`config.mk`:
```
export PLATFORM = sky130hd
export DESIGN_NAME = osa_damerau_edit_distance_flat
export DESIGN_NICKNAME = d
export VERILOG_FILES = /design/src/sv/osa_pkg.sv /design/src/sv/osa_if.sv /design/src/sv/osa_damerau_edit_distance.sv /design/src/sv/osa_cell.sv /design/src/flat_wrapper.sv
export SDC_FILE = /design/constraint.sdc
export NUM_CORES = 2
export LEC_CHECK = 0
export BUFFER_PORTS_ARGS = -buffer_cell sky130_fd_sc_hd__buf_2
export CORE_ASPECT_RATIO = 0.75
export CORE_MARGIN = 1
export CORE_UTILIZATION = 30
export DETAILED_ROUTE_END_ITERATION = 10
export GPL_ROUTABILITY_DRIVEN = 0
export HOLD_SLACK_MARGIN = 0.12
export PLACE_DENSITY = 0.41
export SLEW_MARGIN = 30
export SYNTH_ARGS = -nofsm -noshare
export SYNTH_HDL_FRONTEND = slang
export SYNTH_SLANG_ARGS = --single-unit
```
`constraint.sdc`:
```
create_clock -name i_clk -period 7.9 [get_ports i_clk]
set_input_delay 0.79 -clock i_clk [delete_from_list [all_inputs] [get_ports i_clk]]
set_output_delay 0.79 -clock i_clk [all_outputs]
set_load 0.01 [all_outputs]
```
`src/sv/osa_pkg.sv`:
```
// package for the osa edit distance block: sizes, action codes, link structs
// used by osa_if.sv, osa_cell.sv and osa_damerau_edit_distance.sv
// no dependencies
package osa_pkg;

    localparam int MAX_LEN     = 32;
    localparam int SYMBOL_BITS = 8;

    // string length counters run 0..MAX_LEN
    localparam int LEN_W      = $clog2(MAX_LEN + 1);
    // row values stay at or below MAX_LEN, candidates reach MAX_LEN + 1
    localparam int DIST_W     = $clog2(MAX_LEN + 2);
    localparam int CELL_IDX_W = (MAX_LEN > 1) ? $clog2(MAX_LEN) : 1;

    typedef logic [SYMBOL_BITS-1:0] t_sym;
    typedef logic [LEN_W-1:0]       t_len;
    typedef logic [DIST_W-1:0]      t_dist;

    typedef enum logic [1:0] {
        ACT_START = 2'd0,
        ACT_REF   = 2'd1,
        ACT_TGT   = 2'd2,
        ACT_END   = 2'd3
    } t_action;

    // values handed from one cell to its right-hand neighbour
    typedef struct packed {
        logic  tok;     // wavefront token
        t_dist val;     // new row entry of the sender
        t_dist prev;    // old previous row entry of the sender
        t_dist pp;      // old row-before-previous entry of the sender
        t_dist pp_l;    // old row-before-previous entry two places back
        t_sym  sym;     // reference symbol of the sender
        logic  sym_ok;  // sender is a real reference position
    } t_link;

    // per-row values broadcast to all cells while a target symbol is swept
    typedef struct packed {
        t_sym sym;       // current target symbol
        t_sym last;      // previous target symbol
        logic trans_en;  // transposition check allowed for this row
    } t_bcast;

endpackage

```
`src/sv/osa_if.sv`:
```
// channel interfaces of the osa edit distance block
// depends on osa_pkg
interface osa_in_if;
    logic                      valid;
    logic                      ready;
    logic [1:0]                action;
    logic [osa_pkg::SYMBOL_BITS-1:0] symbol;

    modport source (output valid, output action, output symbol, input ready);
    modport sink   (input valid, input action, input symbol, output ready);
endinterface

interface osa_out_if;
    logic                         valid;
    logic                         ready;
    logic [osa_pkg::DIST_W-1:0]   distance;
    logic                         too_long;

    modport source (output valid, output distance, output too_long, input ready);
    modport sink   (input valid, input distance, input too_long, output ready);
endinterface

interface osa_cfg_if;
    logic valid;
    logic ready;
    logic data;

    modport source (output valid, output data, input ready);
    modport sink   (input valid, input data, output ready);
endinterface

```
`src/sv/osa_damerau_edit_distance.sv`:
```
// top level of the osa (damerau) / levenshtein edit distance block
// depends on osa_pkg, osa_if.sv (osa_in_if, osa_out_if, osa_cfg_if), osa_cell
//
// usage
//   i_in carries requests of (action, symbol): start clears the pair, reference
//   requests load the reference string one symbol each, target requests each
//   sweep one dynamic-programming row, end queues one result on o_out
//   o_out carries (distance, too_long), held in one output register
//   i_cfg writes allow_transpositions (bit 0 of data); the user must write it only
//   while the block is idle, the block itself does not enforce this
//   an end result is visible on o_out the cycle after its request is accepted
//   a target request holds i_in off until its row is complete: the wavefront
//   token walks the used cells of the chain one position per cycle
// reset
//   synchronous active-low i_rst_n gives the cleared pair state and
//   allow_transpositions = 1; no clearing pass is needed
// stalls
//   while a result waits on o_out, start/reference/target requests are still
//   taken; a further end request waits until the pending result is taken
module osa_damerau_edit_distance (
    input  logic            i_clk,
    input  logic            i_rst_n,
    osa_cfg_if.sink         i_cfg,
    osa_in_if.sink          i_in,
    osa_out_if.source       o_out
);

    // pair state held outside the cells
    osa_pkg::t_len   r_ref_len;
    osa_pkg::t_len   r_tgt_len;
    osa_pkg::t_sym   r_last_sym;
    logic            r_ovf;
    logic            r_allow;
    osa_pkg::t_len   r_busy_cnt;

    // per-sweep values: broadcast and left boundary (entry 0 of the rows)
    osa_pkg::t_bcast r_bc;
    osa_pkg::t_link  r_bnd;

    // output register
    logic            r_out_vld;
    osa_pkg::t_dist  r_out_dist;
    logic            r_out_long;

    logic            w_idle;
    logic            w_in_acc;
    logic            w_out_free;
    osa_pkg::t_action w_act;
    logic            w_start_go;
    logic            w_ref_go;
    logic            w_ref_ovf;
    logic            w_tgt_go;
    logic            w_tgt_ovf;
    logic            w_end_go;
    osa_pkg::t_dist  w_pp0;
    osa_pkg::t_len   w_len_m1;
    logic [osa_pkg::CELL_IDX_W-1:0] w_rd_idx;
    logic [osa_pkg::CELL_IDX_W-1:0] w_wr_idx;
    osa_pkg::t_dist  w_dist;

    osa_pkg::t_link  w_link [osa_pkg::MAX_LEN+1];
    osa_pkg::t_dist  w_prev [osa_pkg::MAX_LEN];
    logic [osa_pkg::MAX_LEN:0] w_tok_vec;

    // handshakes
    assign w_idle     = (r_busy_cnt == '0);
    assign w_act      = osa_pkg::t_action'(i_in.action);
    assign w_out_free = !r_out_vld || o_out.ready;
    assign i_in.ready = w_idle && ((w_act != osa_pkg::ACT_END) || w_out_free);
    assign w_in_acc   = i_in.valid && i_in.ready;
    assign i_cfg.ready = 1'b1;

    // decode the accepted request
    always_comb begin
        w_start_go = 1'b0;
        w_ref_go   = 1'b0;
        w_ref_ovf  = 1'b0;
        w_tgt_go   = 1'b0;
        w_tgt_ovf  = 1'b0;
        w_end_go   = 1'b0;
        if (w_in_acc) begin
            unique case (w_act)
                osa_pkg::ACT_START: w_start_go = 1'b1;
                osa_pkg::ACT_REF: begin
                    // reference symbols after the first target symbol are dropped silently
                    if (r_tgt_len == '0) begin
                        if (r_ref_len >= osa_pkg::t_len'(osa_pkg::MAX_LEN)) begin
                            w_ref_ovf = 1'b1;
                        end else begin
                            w_ref_go = 1'b1;
                        end
                    end
                end
                osa_pkg::ACT_TGT: begin
                    if (r_tgt_len >= osa_pkg::t_len'(osa_pkg::MAX_LEN)) begin
                        w_tgt_ovf = 1'b1;
                    end else begin
                        w_tgt_go = 1'b1;
                    end
                end
                osa_pkg::ACT_END: w_end_go = 1'b1;
                default: ;
            endcase
        end
    end

    // entry 0 of the row before previous: target length less one, floor zero
    assign w_pp0 = (r_tgt_len == '0) ? '0
                 : osa_pkg::t_dist'(r_tgt_len - osa_pkg::t_len'(1));

    // distance is entry reference_length of the previous row
    assign w_len_m1 = r_ref_len - osa_pkg::t_len'(1);
    assign w_rd_idx = w_len_m1[osa_pkg::CELL_IDX_W-1:0];
    assign w_wr_idx = r_ref_len[osa_pkg::CELL_IDX_W-1:0];
    assign w_dist   = (r_ref_len == '0) ? osa_pkg::t_dist'(r_tgt_len) : w_prev[w_rd_idx];

    // control state and left boundary of the sweep
    always_ff @(posedge i_clk) begin
        if (!i_rst_n) begin
            r_ref_len  <= '0;
            r_tgt_len  <= '0;
            r_last_sym <= '0;
            r_ovf      <= 1'b0;
            r_allow    <= 1'b1;
            r_busy_cnt <= '0;
            r_bnd      <= '0;
            r_out_vld  <= 1'b0;
        end else begin
            if (i_cfg.valid && i_cfg.ready) begin
                r_allow <= i_cfg.data;
            end
            r_bnd.tok <= w_tgt_go;
            if (w_tgt_go) begin
                // busy counter starts at the number of used cells, counts down until the row is complete
                r_busy_cnt <= r_ref_len;
            end else if (!w_idle) begin
                r_busy_cnt <= r_busy_cnt - osa_pkg::t_len'(1);
            end
            if (w_start_go) begin
                r_ref_len  <= '0;
                r_tgt_len  <= '0;
                r_last_sym <= '0;
                r_ovf      <= 1'b0;
            end
            if (w_ref_go) begin
                r_ref_len <= r_ref_len + osa_pkg::t_len'(1);
            end
            if (w_ref_ovf || w_tgt_ovf) begin
                r_ovf <= 1'b1;
            end
            if (w_tgt_go) begin
                r_tgt_len    <= r_tgt_len + osa_pkg::t_len'(1);
                r_last_sym   <= i_in.symbol;
                r_bnd.val    <= osa_pkg::t_dist'(r_tgt_len + osa_pkg::t_len'(1));
                r_bnd.prev   <= osa_pkg::t_dist'(r_tgt_len);
                r_bnd.pp     <= w_pp0;
                r_bnd.pp_l   <= '0;
                r_bnd.sym    <= '0;
                r_bnd.sym_ok <= 1'b0;
            end
            if (w_end_go) begin
                r_out_vld <= 1'b1;
            end else if (o_out.ready) begin
                r_out_vld <= 1'b0;
            end
        end
    end

    // sweep payload: latched at the target request, stable for the whole sweep; result latched at end
    always_ff @(posedge i_clk) begin
        if (w_tgt_go) begin
            r_bc.sym      <= i_in.symbol;
            r_bc.last     <= r_last_sym;
            r_bc.trans_en <= r_allow && (r_tgt_len != '0);
        end
        if (w_end_go) begin
            r_out_dist <= w_dist;
            r_out_long <= r_ovf;
        end
    end

    // chain of cells, cell g holds reference position g + 1
    assign w_link[0] = r_bnd;

    genvar g;
    generate
        for (g = 0; g < osa_pkg::MAX_LEN; g++) begin : g_cell
            osa_cell u_cell (
                .i_clk      (i_clk),
                .i_rst_n    (i_rst_n),
                .i_clear    (w_start_go),
                .i_load     (w_ref_go && (w_wr_idx == osa_pkg::CELL_IDX_W'(g))),
                .i_load_sym (i_in.symbol),
                .i_init     (osa_pkg::t_dist'(g + 1)),
                .i_bc       (r_bc),
                .i_link     (w_link[g]),
                .o_link     (w_link[g+1]),
                .o_prev     (w_prev[g])
            );
        end
        for (g = 0; g <= osa_pkg::MAX_LEN; g++) begin : g_tok
            assign w_tok_vec[g] = w_link[g].tok;
        end
    endgenerate

    assign o_out.valid    = r_out_vld;
    assign o_out.distance = r_out_dist;
    assign o_out.too_long = r_out_long;

    // at most one wavefront is ever travelling along the chain
    a_one_wave: assert property (@(posedge i_clk) disable iff (!i_rst_n)
        $onehot0(w_tok_vec))
        else $error("more than one wavefront token in the cell chain");

    // the sweep never outlasts the loaded reference
    a_busy_bound: assert property (@(posedge i_clk) disable iff (!i_rst_n)
        r_busy_cnt <= r_ref_len)
        else $error("sweep counter beyond reference length");

    // a target over a non-empty reference holds off further requests
    a_tgt_busy: assert property (@(posedge i_clk) disable iff (!i_rst_n)
        (w_tgt_go && (r_ref_len != '0)) |=> !w_idle)
        else $error("target sweep did not block the input");

endmodule

```
`src/sv/osa_cell.sv`:
```
// one reference position of the edit distance row: holds its symbol and two
// row entries, updates them when the wavefront token passes
// depends on osa_pkg
module osa_cell (
    input  logic            i_clk,
    input  logic            i_rst_n,
    input  logic            i_clear,
    input  logic            i_load,
    input  osa_pkg::t_sym   i_load_sym,
    input  osa_pkg::t_dist  i_init,
    input  osa_pkg::t_bcast i_bc,
    input  osa_pkg::t_link  i_link,
    output osa_pkg::t_link  o_link,
    output osa_pkg::t_dist  o_prev
);

    osa_pkg::t_sym  r_sym;
    logic           r_used;
    osa_pkg::t_dist r_prev;
    osa_pkg::t_dist r_pp;
    logic           r_tok;
    osa_pkg::t_dist r_val_out;
    osa_pkg::t_dist r_prev_out;
    osa_pkg::t_dist r_pp_out;
    osa_pkg::t_dist r_ppl_out;

    logic           w_act;
    logic           w_cost;
    logic           w_swap;
    osa_pkg::t_dist w_ins;
    osa_pkg::t_dist w_sub;
    osa_pkg::t_dist w_del;
    osa_pkg::t_dist w_trn;
    osa_pkg::t_dist w_min_a;
    osa_pkg::t_dist w_min_b;
    osa_pkg::t_dist n_val;

    always_comb begin
        w_act   = i_link.tok && r_used;
        w_cost  = (r_sym != i_bc.sym);
        w_ins   = i_link.val + osa_pkg::t_dist'(1);
        w_sub   = i_link.prev + osa_pkg::t_dist'(w_cost);
        w_del   = r_prev + osa_pkg::t_dist'(1);
        w_trn   = i_link.pp_l + osa_pkg::t_dist'(1);
        w_swap  = i_bc.trans_en && i_link.sym_ok &&
                  (r_sym == i_bc.last) && (i_link.sym == i_bc.sym);
        w_min_a = (w_sub < w_del) ? w_sub : w_del;
        w_min_b = (w_ins < w_min_a) ? w_ins : w_min_a;
        n_val   = (w_swap && (w_trn < w_min_b)) ? w_trn : w_min_b;
    end

    always_ff @(posedge i_clk) begin
        if (!i_rst_n || i_clear) begin
            r_used <= 1'b0;
            r_prev <= i_init;
            r_pp   <= i_init;
            r_tok  <= 1'b0;
        end else begin
            r_tok <= w_act;
            if (i_load) begin
                r_used <= 1'b1;
            end
            if (w_act) begin
                r_prev <= n_val;
                r_pp   <= r_prev;
            end
        end
    end

    always_ff @(posedge i_clk) begin
        if (i_load) begin
            r_sym <= i_load_sym;
        end
        if (w_act) begin
            r_val_out  <= n_val;
            r_prev_out <= r_prev;
            r_pp_out   <= r_pp;
            r_ppl_out  <= i_link.pp;
        end
    end

    always_comb begin
        o_link.tok    = r_tok;
        o_link.val    = r_val_out;
        o_link.prev   = r_prev_out;
        o_link.pp     = r_pp_out;
        o_link.pp_l   = r_ppl_out;
        o_link.sym    = r_sym;
        o_link.sym_ok = 1'b1;
    end

    assign o_prev = r_prev;

endmodule
```
`src/flat_wrapper.sv`:
```
// flat-port wrapper written by rule: the top's interface ports become plain ports
module osa_damerau_edit_distance_flat 
  (i_clk, i_rst_n, i_cfg_valid, i_cfg_data, i_cfg_ready, i_in_valid, i_in_action, i_in_symbol, i_in_ready, o_out_valid, o_out_distance, o_out_too_long, o_out_ready);
  osa_cfg_if i_cfg_i ();
  osa_in_if i_in_i ();
  osa_out_if o_out_i ();
  input  logic i_clk;
  input  logic i_rst_n;
  input wire logic [$bits(i_cfg_i.valid)-1:0] i_cfg_valid;
  input wire logic [$bits(i_cfg_i.data)-1:0] i_cfg_data;
  output wire logic [$bits(i_cfg_i.ready)-1:0] i_cfg_ready;
  input wire logic [$bits(i_in_i.valid)-1:0] i_in_valid;
  input wire logic [$bits(i_in_i.action)-1:0] i_in_action;
  input wire logic [$bits(i_in_i.symbol)-1:0] i_in_symbol;
  output wire logic [$bits(i_in_i.ready)-1:0] i_in_ready;
  output wire logic [$bits(o_out_i.valid)-1:0] o_out_valid;
  output wire logic [$bits(o_out_i.distance)-1:0] o_out_distance;
  output wire logic [$bits(o_out_i.too_long)-1:0] o_out_too_long;
  input wire logic [$bits(o_out_i.ready)-1:0] o_out_ready;
  assign i_cfg_i.valid = i_cfg_valid;
  assign i_cfg_i.data = i_cfg_data;
  assign i_cfg_ready = i_cfg_i.ready;
  assign i_in_i.valid = i_in_valid;
  assign i_in_i.action = i_in_action;
  assign i_in_i.symbol = i_in_symbol;
  assign i_in_ready = i_in_i.ready;
  assign o_out_valid = o_out_i.valid;
  assign o_out_distance = o_out_i.distance;
  assign o_out_too_long = o_out_i.too_long;
  assign o_out_i.ready = o_out_ready;
  osa_damerau_edit_distance u_core (.i_clk(i_clk), .i_rst_n(i_rst_n), .i_cfg(i_cfg_i), .i_in(i_in_i), .o_out(o_out_i));
endmodule
```
==> key figures <==
Critical path
  • R2R Setup Slk: 390 ps
  • Setup crit end kind: flip-flop
  • Worst Path Arrival: 8100 ps
  • R2r startpoint: u_core.r_bc[16]
  • Critical R2R Capture: u_core.g_cell[14].u_cell.r_val_out[2]
  • Crit-path max cell delay: 520 ps
  • CP required: 8480 ps
  • Most numerous cell on the critical path: ha_1
  • Slowest CP cell: edfxtp_1
  • Critical path type: flip-flop to flip-flop
  • Startpoint Class: flip-flop
  • Register-to-Register Path Depth: 29
  • Worst Path Max Fanout: 12

Final layout
  • Layout cells sized above 1: 10.2%
  • Leading cell type in the layout, fill and taps excluded: edfxtp_1
  • Layout area overhead: 14.1%
  • Most frequent cells in the layout: 1,018 x edfxtp_1, 813 x nand2_1, 612 x ha_1, 556 x xor2_1, 539 x nand3_1
  • Register Area: 40,200 sq um
  • Nets: 8,757
  • Area occupied by multi-input gates: 42,100 sq um
  • Fill count: 28,100
  • Final core utilization: 34.5%

STA
  • Relative slew slack: 32.0%
  • Count of final max-slew check failures: 0
  • Tcrit/Tclk final: 95.1%
  • FMAX: 133 MHz
  • Worst Hold Slack: 266 ps
  • Min cycle time layout: 7510 ps
  • Clock skew: 47.5 ps
  • Actual slew at the worst max-slew pin: 1020 ps
  • Final Hold Fails: 0
  • Final setup violation count: 0

Detailed routing
  • DR vias/cell: 5.00
  • Initial DRC count: 4,196
  • Vias: 60,100
  • Post-DR wirelength/cell: 21.6 um
  • DRC viols: 0
  • DR pass1 iterations: 8
  • WL final: 259,000 um
  • ANT nets after route: 0

Place
  • Buffers added on ports: 24
  • Hpwl dp: 187,000 um

Logic synthesis
  • Mapped Area: 84,600 sq um
  • Yosys warning total: 0
  • Sequential share of the synthesized area: 47.6%
  • Flops & latches, synth: 1,501
  • Cell count after synthesis: 7,921
  • Syn avg cell area: 10.7 sq um
  • Post-synth EDFFs: 1,018
  • Top FF cell, synth: edfxtp_1
  • Post-synth ARST share: 0%
  • Net Count, Synth: 8,550
  • Cell variety after synth: 86

CTS
  • Clock sink count: 1,501
  • H-tree lvl count: 4
  • Root Driver: clkbuf_16
  • CTS tree: built
  • Clock buffer depth: 4
  • Hold buffer count at cts: 0
  • Clock transition at the registers of the reported paths: 60 ps
  • Skew-Pair Late Insertion Delay: 850 ps
  • Number of buffers created by CTS: 178

Global route
  • Pin count of the biggest net entering global routing: 76
  • Met2 GRT Util: 25.3%
  • Grt ovf: 0
  • Most Used Layer, Global Route: met1
  • Met1 Resource Use GR: 27.3%
  • Initial antenna violation count: 22
  • First-pass GRT wire length: 382,000 um
  • Vias in the first global route: 58,300
  • Grt met3 use: 2.95%
  • Tot GR Track Use: 17.8%

Worst hold path
  • Worst hold stages: 3
  • HP Class: primary input to flip-flop
  • HP Start: i_in_valid
  • Worst Hold End: u_core.r_ovf

Die
  • Initial Util: 30.2%
  • Die height: 462 um
  • CORE AREA: 280,000 sq um
  • Die width: 615 um
  • Top Ports: 26
  • DIE AREA: 284,000 sq um
  • Row count: 168

Power
  • Max IR drop VDD: 0.143 mV
  • Static Leakage: 36.5 nW
  • P per Cell Area: 183 nW/um^2

Flow run
  • Max-Cap Viols: 0

Run status
  • Status: finished, final reports clean
==> cells by family (layout without fill, tap and decap cells) <==
kind of cell    after synthesis  in the layout  synth area share (%)
simple gates               2381           2381                  13.6
buf+inv                     681           1029                  3.09
mux                         417            417                  5.97
compound gates             1297           1297                  10.0
fa+ha+maj                   615            615                  9.09
other cells                   1              8               0.00443
flops                      1501           1501                  47.6
xor+xnor                   1028           1028                  10.6
==> what timing repair did <==
action                                  in CTS  in global routing
buffers inserted                             0                 12
pin swaps                                    0                 11
endpoints found under the setup margin       8                240
cloned                                       0                  0
gates resized for setup                      1                 75
==> area by class of cell <==
type / count / share of cell area [%]
Timing Repair Buffer: 260 / 2.08
Inverter: 448 / 1.74
Clock inverter: 78 / 0.783
Clock buffer: 243 / 5.23
Tap cell: 3740 / 4.85
Sequential cell: 1501 / 41.7
Antenna cell: 7 / 0.0181
Multi-Input combinational cell: 5739 / 43.6
==> routing by layer <==
metal	vias up	wire length [um]
met5	-	14
met4	2	6940
met3	331	13700
met2	1292	103000
met1	29400	135000
li1	29100	-
==> state kept, by name (all words and copies together), names as in the netlist, 8 cells and up <==
register / cells
u_core.g_cell.u_cell.r_sym: 256
u_core.r_bc: 17
u_core.g_cell.u_cell.r_used: 32
u_core.g_cell.u_cell.r_prev_out: 186
u_core.g_cell.u_cell.r_val_out: 186
u_core.g_cell.u_cell.r_tok: 31
u_core.g_cell.u_cell.r_pp: 180
u_core.g_cell.u_cell.o_prev: 192
u_core.r_last_sym: 8
u_core.g_cell.u_cell.r_ppl_out: 186
u_core.r_bnd: 19
u_core.g_cell.u_cell.r_pp_out: 180
==> worst max path at each step <==
stage | start | to | slack [ps]
5_1_grt | u_core.r_bc[10] | u_core.g_cell[14].u_cell.o_prev[4] | -40
3_3_place_gp | u_core.r_bc[16] | u_core.g_cell[12].u_cell.r_val_out[3] | -130
6_report | u_core.r_bc[16] | u_core.g_cell[14].u_cell.r_val_out[2] | 390
2_1_floorplan | u_core.r_bc[12] | u_core.g_cell[7].u_cell.r_val_out[1] | 730
3_5_place_dp | u_core.r_bc[16] | u_core.g_cell[12].u_cell.r_val_out[3] | -20
4_1_cts | u_core.r_bc[16] | u_core.g_cell[12].u_cell.r_val_out[3] | 20
==> synth_stat cells, drive strengths merged, types with 32 or more instances <==
cell,instances,area share (%)
o21a,87,0.77
nand4,78,0.58
xnor2,472,4.9
o31ai,78,0.82
mux2i,264,3.1
a211oi,38,0.38
mux4,60,1.6
inv,446,2.0
and3,181,1.3
a21o,97,0.86
a31o,33,0.35
nand3,539,3.2
nor2b,39,0.29
nor2,343,1.5
ha,613,9.1
mux2,93,1.2
nand2,816,3.6
nor3,79,0.47
a21boi,41,0.36
nor4,82,0.61
buf,63,0.34
o21ai,231,1.4
nand2b,32,0.24
o211ai,57,0.51
xor2,556,5.8
clkbuf,170,0.75
dfxtp,483,11
and2,58,0.43
a21oi,480,2.8
edfxtp,1018,36
==> where the power goes <==
part | internal (W) | switching [W] | leakage [nW] | total (W)
Clock | 0.00484 | 0.00346 | 2.84 | 0.00830
Sequential | 0.00835 | 0.0000361 | 13.6 | 0.00838
Combinational | 0.000292 | 0.000670 | 20.0 | 0.000961
==> worst max-delay path: cells and delay by family, from the launching register on <==
kind	cells	cell delay, ps
AO/OA/AOI/OAI	10	2500
adder cells (fa/ha/maj)	5	1440
AND/OR/NAND/NOR	5	950
buffers and inverters	5	870
multiplexers	2	620
flip-flops	1	520
XOR/XNOR	2	330
==> per-stage QoR <==
stage | setup TNS, ps | cells | instance area [sq um] | total power (W) | setup slack (ps)
final | 0 | 12000 | 96500 | 0.0176 | 385
after global routing | -107 | 12000 | 96500 | 0.0182 | -40.2
after global placement | -708 | 11700 | 90300 | 0.00951 | -131
after CTS | 0 | 12000 | 96100 | 0.0179 | 16.0
after floorplan | 0 | 7921 | 84600 | 0.00906 | 731
after detailed placement | -27.4 | 11700 | 90300 | 0.00951 | -16.2
Note: power is estimated with default switching activity, not from simulation.
